`src/hdl/fifo_writeback_block_cache_directory_core_assert.svh`:
```
// Assertion macros for the block cache directory core.
// Included by the modules that carry concurrent checks; needs clk_i and rst_ni in scope.
`ifndef FIFO_WRITEBACK_BLOCK_CACHE_DIRECTORY_CORE_ASSERT_SVH
`define FIFO_WRITEBACK_BLOCK_CACHE_DIRECTORY_CORE_ASSERT_SVH
`ifndef NO_ASSERTIONS
// same-cycle implication
`define FWBC_ASSERT(lbl, ante, cons, msg) \
  lbl: assert property (@(posedge clk_i) disable iff (!rst_ni) (ante) |-> (cons)) \
    else $error(msg);
// next-cycle implication
`define FWBC_ASSERT_NEXT(lbl, ante, cons, msg) \
  lbl: assert property (@(posedge clk_i) disable iff (!rst_ni) (ante) |=> (cons)) \
    else $error(msg);
`else
`define FWBC_ASSERT(lbl, ante, cons, msg)
`define FWBC_ASSERT_NEXT(lbl, ante, cons, msg)
`endif
`endif

```
`src/hdl/fwbc_pkg.sv`:
```
`timescale 1ns / 1ps
// Shared constants, types and index helpers of the block cache directory.
// No dependencies; used by fwbc_dir_store and the top level.
package fwbc_pkg;

  localparam int NUM_ENTRIES = 16;
  localparam int TAG_BITS    = 24;
  localparam int IDX_W       = (NUM_ENTRIES > 1) ? $clog2(NUM_ENTRIES) : 1;
  localparam int CNT_W       = $clog2(NUM_ENTRIES + 1);
  localparam int SUM_W       = CNT_W + 1;

  localparam int BLK_W  = 24;
  localparam int SLOT_W = 4;
  localparam int REQ_W  = 2;
  localparam int WAYS_W = 5;

  localparam logic [WAYS_W-1:0] WAYS_RESET = 5'd16;

  localparam logic [REQ_W-1:0] REQ_READ  = 2'd0;
  localparam logic [REQ_W-1:0] REQ_WRITE = 2'd1;
  localparam logic [REQ_W-1:0] REQ_SYNC  = 2'd2;

  typedef struct packed {
    logic                tag_we;
    logic                dirty_we;
    logic [IDX_W-1:0]    idx;
    logic [TAG_BITS-1:0] tag;
    logic                dirty;
  } wr_t;

  typedef struct packed {
    logic [IDX_W-1:0] idx;
    logic [IDX_W-1:0] head;
    logic [CNT_W-1:0] occ;
    logic [CNT_W-1:0] pos;
  } query_t;

  // Entry index of FIFO position off counted from base, modulo the entry count.
  function automatic logic [IDX_W-1:0] wrap_idx(input logic [IDX_W-1:0] base,
                                                input logic [CNT_W-1:0] off);
    logic [SUM_W-1:0] s;
    s = SUM_W'(base) + SUM_W'(off);
    if (s >= SUM_W'(NUM_ENTRIES)) begin
      s = s - SUM_W'(NUM_ENTRIES);
    end
    return IDX_W'(s);
  endfunction

  // FIFO position of entry e given the oldest entry head.
  function automatic logic [CNT_W-1:0] fifo_pos(input logic [IDX_W-1:0] e,
                                                input logic [IDX_W-1:0] head);
    logic [SUM_W-1:0] s;
    if (e >= head) begin
      s = SUM_W'(e) - SUM_W'(head);
    end else begin
      s = SUM_W'(e) + SUM_W'(NUM_ENTRIES) - SUM_W'(head);
    end
    return CNT_W'(s);
  endfunction

endpackage

```
`src/hdl/fwbc_dir_store.sv`:
```
`timescale 1ns / 1ps
// Tag and dirty store of the directory with the shared tag comparator.
// Depends on fwbc_pkg.
module fwbc_dir_store (
  input  logic                           clk_i,
  input  fwbc_pkg::query_t               query_i,
  input  logic [fwbc_pkg::TAG_BITS-1:0]  key_i,
  input  fwbc_pkg::wr_t                  wr_i,
  output logic [fwbc_pkg::TAG_BITS-1:0]  rd_tag_o,
  output logic                           rd_dirty_o,
  output logic                           tag_eq_o,
  output logic                           later_dirty_o
);

  logic [fwbc_pkg::TAG_BITS-1:0]    tag_q   [fwbc_pkg::NUM_ENTRIES];
  logic [fwbc_pkg::NUM_ENTRIES-1:0] dirty_q;

  always_ff @(posedge clk_i) begin
    if (wr_i.tag_we) begin
      tag_q[wr_i.idx] <= wr_i.tag;
    end
    if (wr_i.dirty_we) begin
      dirty_q[wr_i.idx] <= wr_i.dirty;
    end
  end

  assign rd_tag_o   = tag_q[query_i.idx];
  assign rd_dirty_o = dirty_q[query_i.idx];
  assign tag_eq_o   = (tag_q[query_i.idx] == key_i);

  // Any live dirty entry younger than the current walk position.
  always_comb begin
    logic [fwbc_pkg::CNT_W-1:0] p;
    later_dirty_o = 1'b0;
    for (int e = 0; e < fwbc_pkg::NUM_ENTRIES; e++) begin
      p = fwbc_pkg::fifo_pos(fwbc_pkg::IDX_W'(e), query_i.head);
      if (dirty_q[e] && (p < query_i.occ) && (p > query_i.pos)) begin
        later_dirty_o = 1'b1;
      end
    end
  end

endmodule

```
`src/hdl/fifo_writeback_block_cache_directory_core.sv`:
```
`timescale 1ns / 1ps
// Top level of the FIFO-replacement write-back block cache directory.
// Depends on fwbc_pkg, fwbc_dir_store and the assertion macro header.
//
//   channel | direction | handshake                 | payload
//   --------+-----------+---------------------------+-------------------------------------
//   in      | in        | in_valid_i / in_stall_o   | req_type_i, block_number_i
//   out     | out       | out_valid_o / out_stall_i | hit_o, slot_o, fill_valid_o,
//           |           |                           | fill_block_o, wb_valid_o, wb_block_o,
//           |           |                           | last_o
//   cfg     | in        | cfg_valid_i / cfg_ready_o | cfg_active_ways_i
//
// One transaction is taken in idle; the walk then compares one entry per cycle in FIFO order.
// The walk holds at a hit, a dirty entry or its end while the output register is full and stalled.
// Reset clears head, occupancy and the output register; tags and dirty marks start undefined.
`include "fifo_writeback_block_cache_directory_core_assert.svh"
module fifo_writeback_block_cache_directory_core (
  input  logic                          clk_i,
  input  logic                          rst_ni,
  input  logic                          in_valid_i,
  output logic                          in_stall_o,
  input  logic [fwbc_pkg::REQ_W-1:0]    req_type_i,
  input  logic [fwbc_pkg::BLK_W-1:0]    block_number_i,
  output logic                          out_valid_o,
  input  logic                          out_stall_i,
  output logic                          hit_o,
  output logic [fwbc_pkg::SLOT_W-1:0]   slot_o,
  output logic                          fill_valid_o,
  output logic [fwbc_pkg::BLK_W-1:0]    fill_block_o,
  output logic                          wb_valid_o,
  output logic [fwbc_pkg::BLK_W-1:0]    wb_block_o,
  output logic                          last_o,
  input  logic                          cfg_valid_i,
  output logic                          cfg_ready_o,
  input  logic [fwbc_pkg::WAYS_W-1:0]   cfg_active_ways_i
);

  typedef enum logic [1:0] {ST_IDLE, ST_SCAN, ST_SYNC} state_e;

  state_e                         state_q, state_d;
  logic [fwbc_pkg::IDX_W-1:0]     head_q, head_d;
  logic [fwbc_pkg::CNT_W-1:0]     occ_q, occ_d;
  logic [fwbc_pkg::CNT_W-1:0]     pos_q, pos_d;
  logic [fwbc_pkg::WAYS_W-1:0]    ways_q;
  logic [fwbc_pkg::BLK_W-1:0]     blk_q, blk_d;
  logic                           wr_req_q, wr_req_d;

  logic                           out_valid_q, out_valid_d;
  logic                           hit_q, hit_d;
  logic [fwbc_pkg::SLOT_W-1:0]    slot_q, slot_d;
  logic                           fill_valid_q, fill_valid_d;
  logic [fwbc_pkg::BLK_W-1:0]     fill_block_q, fill_block_d;
  logic                           wb_valid_q, wb_valid_d;
  logic [fwbc_pkg::BLK_W-1:0]     wb_block_q, wb_block_d;
  logic                           last_q, last_d;

  fwbc_pkg::query_t               query;
  fwbc_pkg::wr_t                  wr;
  logic [fwbc_pkg::TAG_BITS-1:0]  key;
  logic [fwbc_pkg::TAG_BITS-1:0]  rd_tag;
  logic                           rd_dirty;
  logic                           tag_eq;
  logic                           later_dirty;

  logic [fwbc_pkg::IDX_W-1:0]     walk_idx;
  logic [fwbc_pkg::IDX_W-1:0]     append_idx;
  logic [fwbc_pkg::CNT_W-1:0]     limit;
  logic                           evict;
  logic                           walk_end;
  logic                           out_free;
  logic                           emit;

  assign key        = fwbc_pkg::TAG_BITS'(blk_q);
  assign walk_idx   = fwbc_pkg::wrap_idx(head_q, pos_q);
  assign append_idx = fwbc_pkg::wrap_idx(head_q, occ_q);
  assign walk_end   = (pos_q == occ_q);
  assign out_free   = !out_valid_q || !out_stall_i;

  always_comb begin
    if (ways_q == '0) begin
      limit = fwbc_pkg::CNT_W'(1);
    end else if (int'(ways_q) > fwbc_pkg::NUM_ENTRIES) begin
      limit = fwbc_pkg::CNT_W'(fwbc_pkg::NUM_ENTRIES);
    end else begin
      limit = fwbc_pkg::CNT_W'(ways_q);
    end
  end

  assign evict = (occ_q >= limit) && (occ_q != '0);

  // At the end of an access walk the read port looks at the victim.
  always_comb begin
    query.idx  = (state_q == ST_SCAN && walk_end) ? head_q : walk_idx;
    query.head = head_q;
    query.occ  = occ_q;
    query.pos  = pos_q;
  end

  fwbc_dir_store u_store (
    .clk_i         (clk_i),
    .query_i       (query),
    .key_i         (key),
    .wr_i          (wr),
    .rd_tag_o      (rd_tag),
    .rd_dirty_o    (rd_dirty),
    .tag_eq_o      (tag_eq),
    .later_dirty_o (later_dirty)
  );

  always_comb begin
    state_d      = state_q;
    head_d       = head_q;
    occ_d        = occ_q;
    pos_d        = pos_q;
    blk_d        = blk_q;
    wr_req_d     = wr_req_q;
    out_valid_d  = out_valid_q && out_stall_i;
    hit_d        = hit_q;
    slot_d       = slot_q;
    fill_valid_d = fill_valid_q;
    fill_block_d = fill_block_q;
    wb_valid_d   = wb_valid_q;
    wb_block_d   = wb_block_q;
    last_d       = last_q;
    emit         = 1'b0;
    wr           = '0;

    unique case (state_q)
      ST_IDLE: begin
        if (in_valid_i) begin
          blk_d    = block_number_i;
          wr_req_d = (req_type_i == fwbc_pkg::REQ_WRITE);
          pos_d    = '0;
          if (req_type_i == fwbc_pkg::REQ_READ || req_type_i == fwbc_pkg::REQ_WRITE) begin
            state_d = ST_SCAN;
          end else if (req_type_i == fwbc_pkg::REQ_SYNC) begin
            state_d = ST_SYNC;
          end
        end
      end
      ST_SCAN: begin
        if (!walk_end) begin
          if (tag_eq) begin
            if (out_free) begin
              emit         = 1'b1;
              hit_d        = 1'b1;
              slot_d       = fwbc_pkg::SLOT_W'(walk_idx);
              fill_valid_d = 1'b0;
              fill_block_d = '0;
              wb_valid_d   = 1'b0;
              wb_block_d   = '0;
              last_d       = 1'b1;
              wr.dirty_we  = wr_req_q;
              wr.idx       = walk_idx;
              wr.dirty     = 1'b1;
              state_d      = ST_IDLE;
            end
          end else begin
            pos_d = pos_q + fwbc_pkg::CNT_W'(1);
          end
        end else if (out_free) begin
          // Miss: retire the oldest entry if occupancy has reached the active-way limit, then append at the young end.
          emit         = 1'b1;
          hit_d        = 1'b0;
          slot_d       = fwbc_pkg::SLOT_W'(append_idx);
          fill_valid_d = 1'b1;
          fill_block_d = fwbc_pkg::BLK_W'(key);
          wb_valid_d   = evict && rd_dirty;
          wb_block_d   = (evict && rd_dirty) ? fwbc_pkg::BLK_W'(rd_tag) : '0;
          last_d       = 1'b1;
          wr.tag_we    = 1'b1;
          wr.dirty_we  = 1'b1;
          wr.idx       = append_idx;
          wr.tag       = key;
          wr.dirty     = wr_req_q;
          if (evict) begin
            head_d = fwbc_pkg::wrap_idx(head_q, fwbc_pkg::CNT_W'(1));
          end else begin
            occ_d = occ_q + fwbc_pkg::CNT_W'(1);
          end
          state_d = ST_IDLE;
        end
      end
      ST_SYNC: begin
        if (!walk_end) begin
          if (rd_dirty) begin
            if (out_free) begin
              emit         = 1'b1;
              hit_d        = 1'b0;
              slot_d       = fwbc_pkg::SLOT_W'(walk_idx);
              fill_valid_d = 1'b0;
              fill_block_d = '0;
              wb_valid_d   = 1'b1;
              wb_block_d   = fwbc_pkg::BLK_W'(rd_tag);
              last_d       = !later_dirty;
              wr.dirty_we  = 1'b1;
              wr.idx       = walk_idx;
              wr.dirty     = 1'b0;
              if (later_dirty) begin
                pos_d = pos_q + fwbc_pkg::CNT_W'(1);
              end else begin
                state_d = ST_IDLE;
              end
            end
          end else begin
            pos_d = pos_q + fwbc_pkg::CNT_W'(1);
          end
        end else if (out_free) begin
          // Nothing dirty: one empty closing transaction.
          emit         = 1'b1;
          hit_d        = 1'b0;
          slot_d       = '0;
          fill_valid_d = 1'b0;
          fill_block_d = '0;
          wb_valid_d   = 1'b0;
          wb_block_d   = '0;
          last_d       = 1'b1;
          state_d      = ST_IDLE;
        end
      end
      default: begin
        state_d = ST_IDLE;
      end
    endcase

    if (emit) begin
      out_valid_d = 1'b1;
    end
  end

  always_ff @(posedge clk_i or negedge rst_ni) begin
    if (!rst_ni) begin
      state_q      <= ST_IDLE;
      head_q       <= '0;
      occ_q        <= '0;
      pos_q        <= '0;
      ways_q       <= fwbc_pkg::WAYS_RESET;
      blk_q        <= '0;
      wr_req_q     <= 1'b0;
      out_valid_q  <= 1'b0;
      hit_q        <= 1'b0;
      slot_q       <= '0;
      fill_valid_q <= 1'b0;
      fill_block_q <= '0;
      wb_valid_q   <= 1'b0;
      wb_block_q   <= '0;
      last_q       <= 1'b0;
    end else begin
      state_q      <= state_d;
      head_q       <= head_d;
      occ_q        <= occ_d;
      pos_q        <= pos_d;
      blk_q        <= blk_d;
      wr_req_q     <= wr_req_d;
      out_valid_q  <= out_valid_d;
      hit_q        <= hit_d;
      slot_q       <= slot_d;
      fill_valid_q <= fill_valid_d;
      fill_block_q <= fill_block_d;
      wb_valid_q   <= wb_valid_d;
      wb_block_q   <= wb_block_d;
      last_q       <= last_d;
      if (cfg_valid_i) begin
        ways_q <= cfg_active_ways_i;
      end
    end
  end

  assign in_stall_o   = (state_q != ST_IDLE);
  assign cfg_ready_o  = 1'b1;
  assign out_valid_o  = out_valid_q;
  assign hit_o        = hit_q;
  assign slot_o       = slot_q;
  assign fill_valid_o = fill_valid_q;
  assign fill_block_o = fill_block_q;
  assign wb_valid_o   = wb_valid_q;
  assign wb_block_o   = wb_block_q;
  assign last_o       = last_q;

  `FWBC_ASSERT(a_occ_bound, 1'b1,
               occ_q <= fwbc_pkg::CNT_W'(fwbc_pkg::NUM_ENTRIES),
               "occupancy exceeds entry count")
  `FWBC_ASSERT(a_emit_no_overwrite, emit && out_valid_q, !out_stall_i,
               "result overwrites a stalled transaction")
  `FWBC_ASSERT(a_walk_bound, state_q != ST_IDLE, pos_q <= occ_q,
               "walk position beyond occupancy")
  `FWBC_ASSERT_NEXT(a_access_starts_walk,
                    state_q == ST_IDLE && in_valid_i &&
                    (req_type_i == fwbc_pkg::REQ_READ || req_type_i == fwbc_pkg::REQ_WRITE),
                    state_q == ST_SCAN && pos_q == '0,
                    "access did not start a walk")

endmodule
```
`config.mk`:
```
export PLATFORM = sky130hd
export DESIGN_NAME = fifo_writeback_block_cache_directory_core
export DESIGN_NICKNAME = d
export VERILOG_FILES = /design/src/hdl/fwbc_pkg.sv /design/src/hdl/fwbc_dir_store.sv /design/src/hdl/fifo_writeback_block_cache_directory_core.sv
export VERILOG_INCLUDE_DIRS = /design/src /design/src/hdl
export SDC_FILE = /design/constraint.sdc
export NUM_CORES = 1
export LEC_CHECK = 0
export BUFFER_PORTS_ARGS = -buffer_cell sky130_fd_sc_hd__buf_2
export CAP_MARGIN = 15
export CORE_MARGIN = 2
export CORE_UTILIZATION = 35
export DETAILED_ROUTE_END_ITERATION = 6
export HOLD_SLACK_MARGIN = 0.02
export RECOVER_POWER = 25
export SLEW_MARGIN = 20
export SYNTH_ARGS = -nofsm -noshare
export SYNTH_HDL_FRONTEND = slang
export SYNTH_SLANG_ARGS = --single-unit
export TNS_END_PERCENT = 100
```
`constraint.sdc`:
```
create_clock -name clk_i -period 7.7 [get_ports clk_i]
set_input_delay 0.385 -clock clk_i [delete_from_list [all_inputs] [get_ports clk_i]]
set_output_delay 0.385 -clock clk_i [all_outputs]
set_load 0.05 [all_outputs]
```
==> metrics.md <==
| Metric | Value |
|---|---|
| Synthesized area | `26,290 sq um` |
| Setup bufs post-CTS | `0` |
| Pwr/cell area | `approximately 460 nW/um^2` |
| Tmin final | `7.550 ns` |
| Slowest stage delay, CP | `approximately 1 ns` |
| Tightest Pin Transition | `approximately 3.9 ns` |
| Die Area | `77,310 sq um` |
| Post-Syn Instances | `2,219` |
| Commonest non-fill, non-tap cell in the layout | `edfxtp_1` |
| Drt total wl | `approximately 85,000 um` |
| Slowest cell on the critical path | `fa_1` |
| # DRC | `0` |
| H-tree levels | `2` |
| Yosys cell types | `slightly below 100` |
| Worst EP arrival | `7.86 ns` |
| Area grow syn2layout | `15.63%` |
| CP Capture Point | `u_store.tag_q[8][21]` |
| Largest delay share family, worst path | `simple AND/OR/NAND/NOR gates` |
| Final Hold Fails | `0` |
| RePlAce Congestion | `roughly 0.9` |
| Most frequent cells in the layout | `edfxtp_1 (400), nand2_1 (243), mux2i_1 (132), ha_1 (126), dfrtp_1 (101)` |
| GRT Total Usage | `0.2146` |
| Reg2reg path depth | `15` |
| Worst-Skew Late Latency | `between 0.6 and 0.7 ns` |
| PortBufs | `93` |
| Crit end category | `register` |
| Sequential fraction of the synthesis area | `0.5550` |
| Max FO, Critical Path | `52` |
| Status | `finished with violations` |
| Setup crit start | `head_q[0]` |
| Iteration count of the initial detailed-routing pass | `6` |
| Detailed Route Iter0 Violations | `approximately 2,300` |
| Ports | `95` |
| Setup-failing EPs final | `0` |
| Nets | `between 2,000 and 3,000` |
| Non-filler cells, final | `between 3,000 and 4,000` |
| CTS max path bufs | `3` |
| Die Width | `around 280 um` |
| Max-slew headroom | `-1.617` |
| Overflow after GRT | `0` |
| CTS tree | `yes` |
| Hold buffer count at CTS | `33` |
| Wire length per cell | `approximately 25 um` |
| Clk pin slew, worst setup/hold paths | `~0.060 ns` |
| Post-synth top flop | `edfxtp_1` |
| Setup Crit Path Kind | `reg -> reg` |
| Ys Warns | `0` |
| Min-delay worst type | `in -> reg` |
| Final ANT Viol Nets | `0` |
| Flop2flop setup slack | `approximately 0.15 ns` |
| Critical Path Source Type | `register` |
| RSZ-0062 raised after global routing | `no` |
| Worst EP required | `between 8 and 9 ns` |
| Post-synth ARST share | `0.2048` |
| RR Startpoint | `head_q[0]` |
| Failing checks | `capacitance limit, slew limit` |
| Setup TNS Final | `0 ns` |
| Layout cells sized above 1 | `0.1240` |
| Fin crit share | `0.9806` |
| Slew Limit Fails | `~140` |
| Average size of a mapped cell | `11.85 sq um` |
| Std cell rows | `100` |
| Crit. path cell count | `15` |
| Crit path buf inv count | `2` |
| FF-to-FF End | `u_store.tag_q[8][21]` |
| MaxCap Viol Count | `3` |
| Post-CTS sizing | `0` |
| CTS Buf Count | `53` |
| CTS root buf | `clkbuf_16` |
| Fill cells | `between 6,000 and 7,000` |
| HPWL after DPL | `about 57,000 um` |
| Initial Utilization | `0.3531` |
| Leakage | `between 0.01 and 0.015 uW` |
| Inst Count DP | `roughly 3,200` |
| Antenna cells | `0` |
| Number of synthesized flops with an enable pin | `400` |
| First-pass GRT wire length | `~130,000 um` |
| VDD IR-drop max | `between 400 and 500 uV` |
| Core footprint | `roughly 74,000 sq um` |
| Final Skew | `~0.057 ns` |
| CP Cell Sequence | `ha_1, fa_1, o21ai_4, nand2_4, buf_12, mux2i_1, mux2i_1, o211ai_1, o41ai_1, nand4_1, nor4b_4, and4b_1, o211ai_1, nor2_4, buf_12` |
| Peak Freq | `between 0.1 and 0.15 GHz` |
| Largest net degree at the start of global routing | `70` |
| Die Ht | `around 280 um` |
| Hold_sp | `cfg_valid_i` |
| Clock sinks | `about 500` |
| Vias per cell | `between 5 and 6` |
| Count of state elements after synthesis | `roughly 500` |
| Number of global-route vias before repair | `slightly below 20,000` |
| DR vias | `just under 20,000` |
| Initial antenna violation count | `0` |
==> synthesized netlist by cell type (all sizes together), types with 19 or more instances <==
cell type	n	share of area
edfxtp	400	0.46
nand2	246	0.036
mux2i	132	0.050
ha	126	0.060
dfrtp	102	0.097
a211oi	97	0.028
nand3	89	0.017
nor2	89	0.013
a21oi	84	0.016
and3	83	0.020
o21ai	68	0.014
buf	65	0.014
clkbuf	65	0.0093
inv	62	0.0089
mux2	43	0.018
xnor2	43	0.014
a22o	40	0.013
a21o	32	0.0091
a31oi	23	0.0055
nor2b	20	0.0048
nor3	20	0.0046
o22ai	19	0.0045
==> per-layer routing <==
layer | track usage | vias to the layer above | share of wire
met2 | 0.3489 | 932 | 0.47
met3 | 0.03685 | 194 | 0.075
met1 | 0.2833 | 9853 | 0.41
met4 | 0.09009 | 0 | 0.042
li1 | - | 8751 | -
met5 | 0 | - | 0
==> stage by stage <==
stage | total power (uW) | instance area [sq um] | worst slack [ns] | utilization | hold slack [ns]
detailed placement | 11260 | 28280 | 0.4789 | 0.3799 | 0.4019
finish | 13990 | 30400 | 0.1497 | 0.4083 | 0.1246
global placement | 11160 | 28270 | 0.6261 | 0.3798 | 0.4007
global route | 14650 | 30400 | 0.03278 | 0.4083 | 0.1280
floorplan | 8646 | 26300 | 0.7537 | - | 0.08941
CTS | 13940 | 30430 | 0.3563 | 0.4088 | 0.1036
==> cell type report <==
cell class | count | area [sq um] | area share
Clock buffer | 73 | 1545 | 0.05084
Tap cell | 969 | 1212 | 0.03989
Timing Repair Buffer | 213 | 1513 | 0.04977
Inverter | 63 | 236.5 | 0.007780
Multi-Input combinational cell | 1526 | 11020 | 0.3627
Sequential cell | 503 | 14590 | 0.4801
Clock inverter | 26 | 272.8 | 0.008974
==> kinds of logic after synthesis <==
group | after synthesis | synth area share
AND/OR/NAND/NOR | 653 | 0.1239
AO/OA/AOI/OAI | 506 | 0.1385
flip-flops | 503 | 0.5550
buffers and inverters | 193 | 0.03246
multiplexers | 175 | 0.06868
adder cells (fa/ha/maj) | 128 | 0.06149
XOR/XNOR | 59 | 0.01966
other | 2 | 0.0002857
==> worst min path at each step <==
stage,to,slack (ns),depth (start not counted)
after global routing,ways_q[2],0.13,2
after detailed placement,ways_q[2],0.40,1
after CTS,ways_q[2],0.10,2
after floorplan,blk_q[0],0.09,0
final,ways_q[2],0.12,2
after global placement,ways_q[0],0.40,1
==> worst register-to-register path: cells and delay by family (launching register included) <==
family                   cells  cell delay [ns]
adder cells (fa/ha/maj)      2             1.40
buffers and inverters        2             0.56
flip-flops                   1             0.58
multiplexers                 2             0.55
AND/OR/NAND/NOR              5             2.34
AO/OA/AOI/OAI                4             1.79
==> state kept, by name (all words and copies together) (netlist names) <==
signal,flops
out_valid_o,1
occ_q,5
wb_block_o,24
hit_o,1
head_q,4
wr_req_q,1
state_q,2
slot_o,4
u_store.dirty_q,16
pos_q,5
last_o,1
fill_block_o,24
blk_q,24
u_store.tag_q,384
wb_valid_o,1
fill_valid_o,1
ways_q,5
==> where the power goes <==
group          switching (uW)  internal, uW
clock                    1130          1520
sequential                309          3160
combinational            5320          2550
Note: power is estimated with default switching activity, not from simulation.
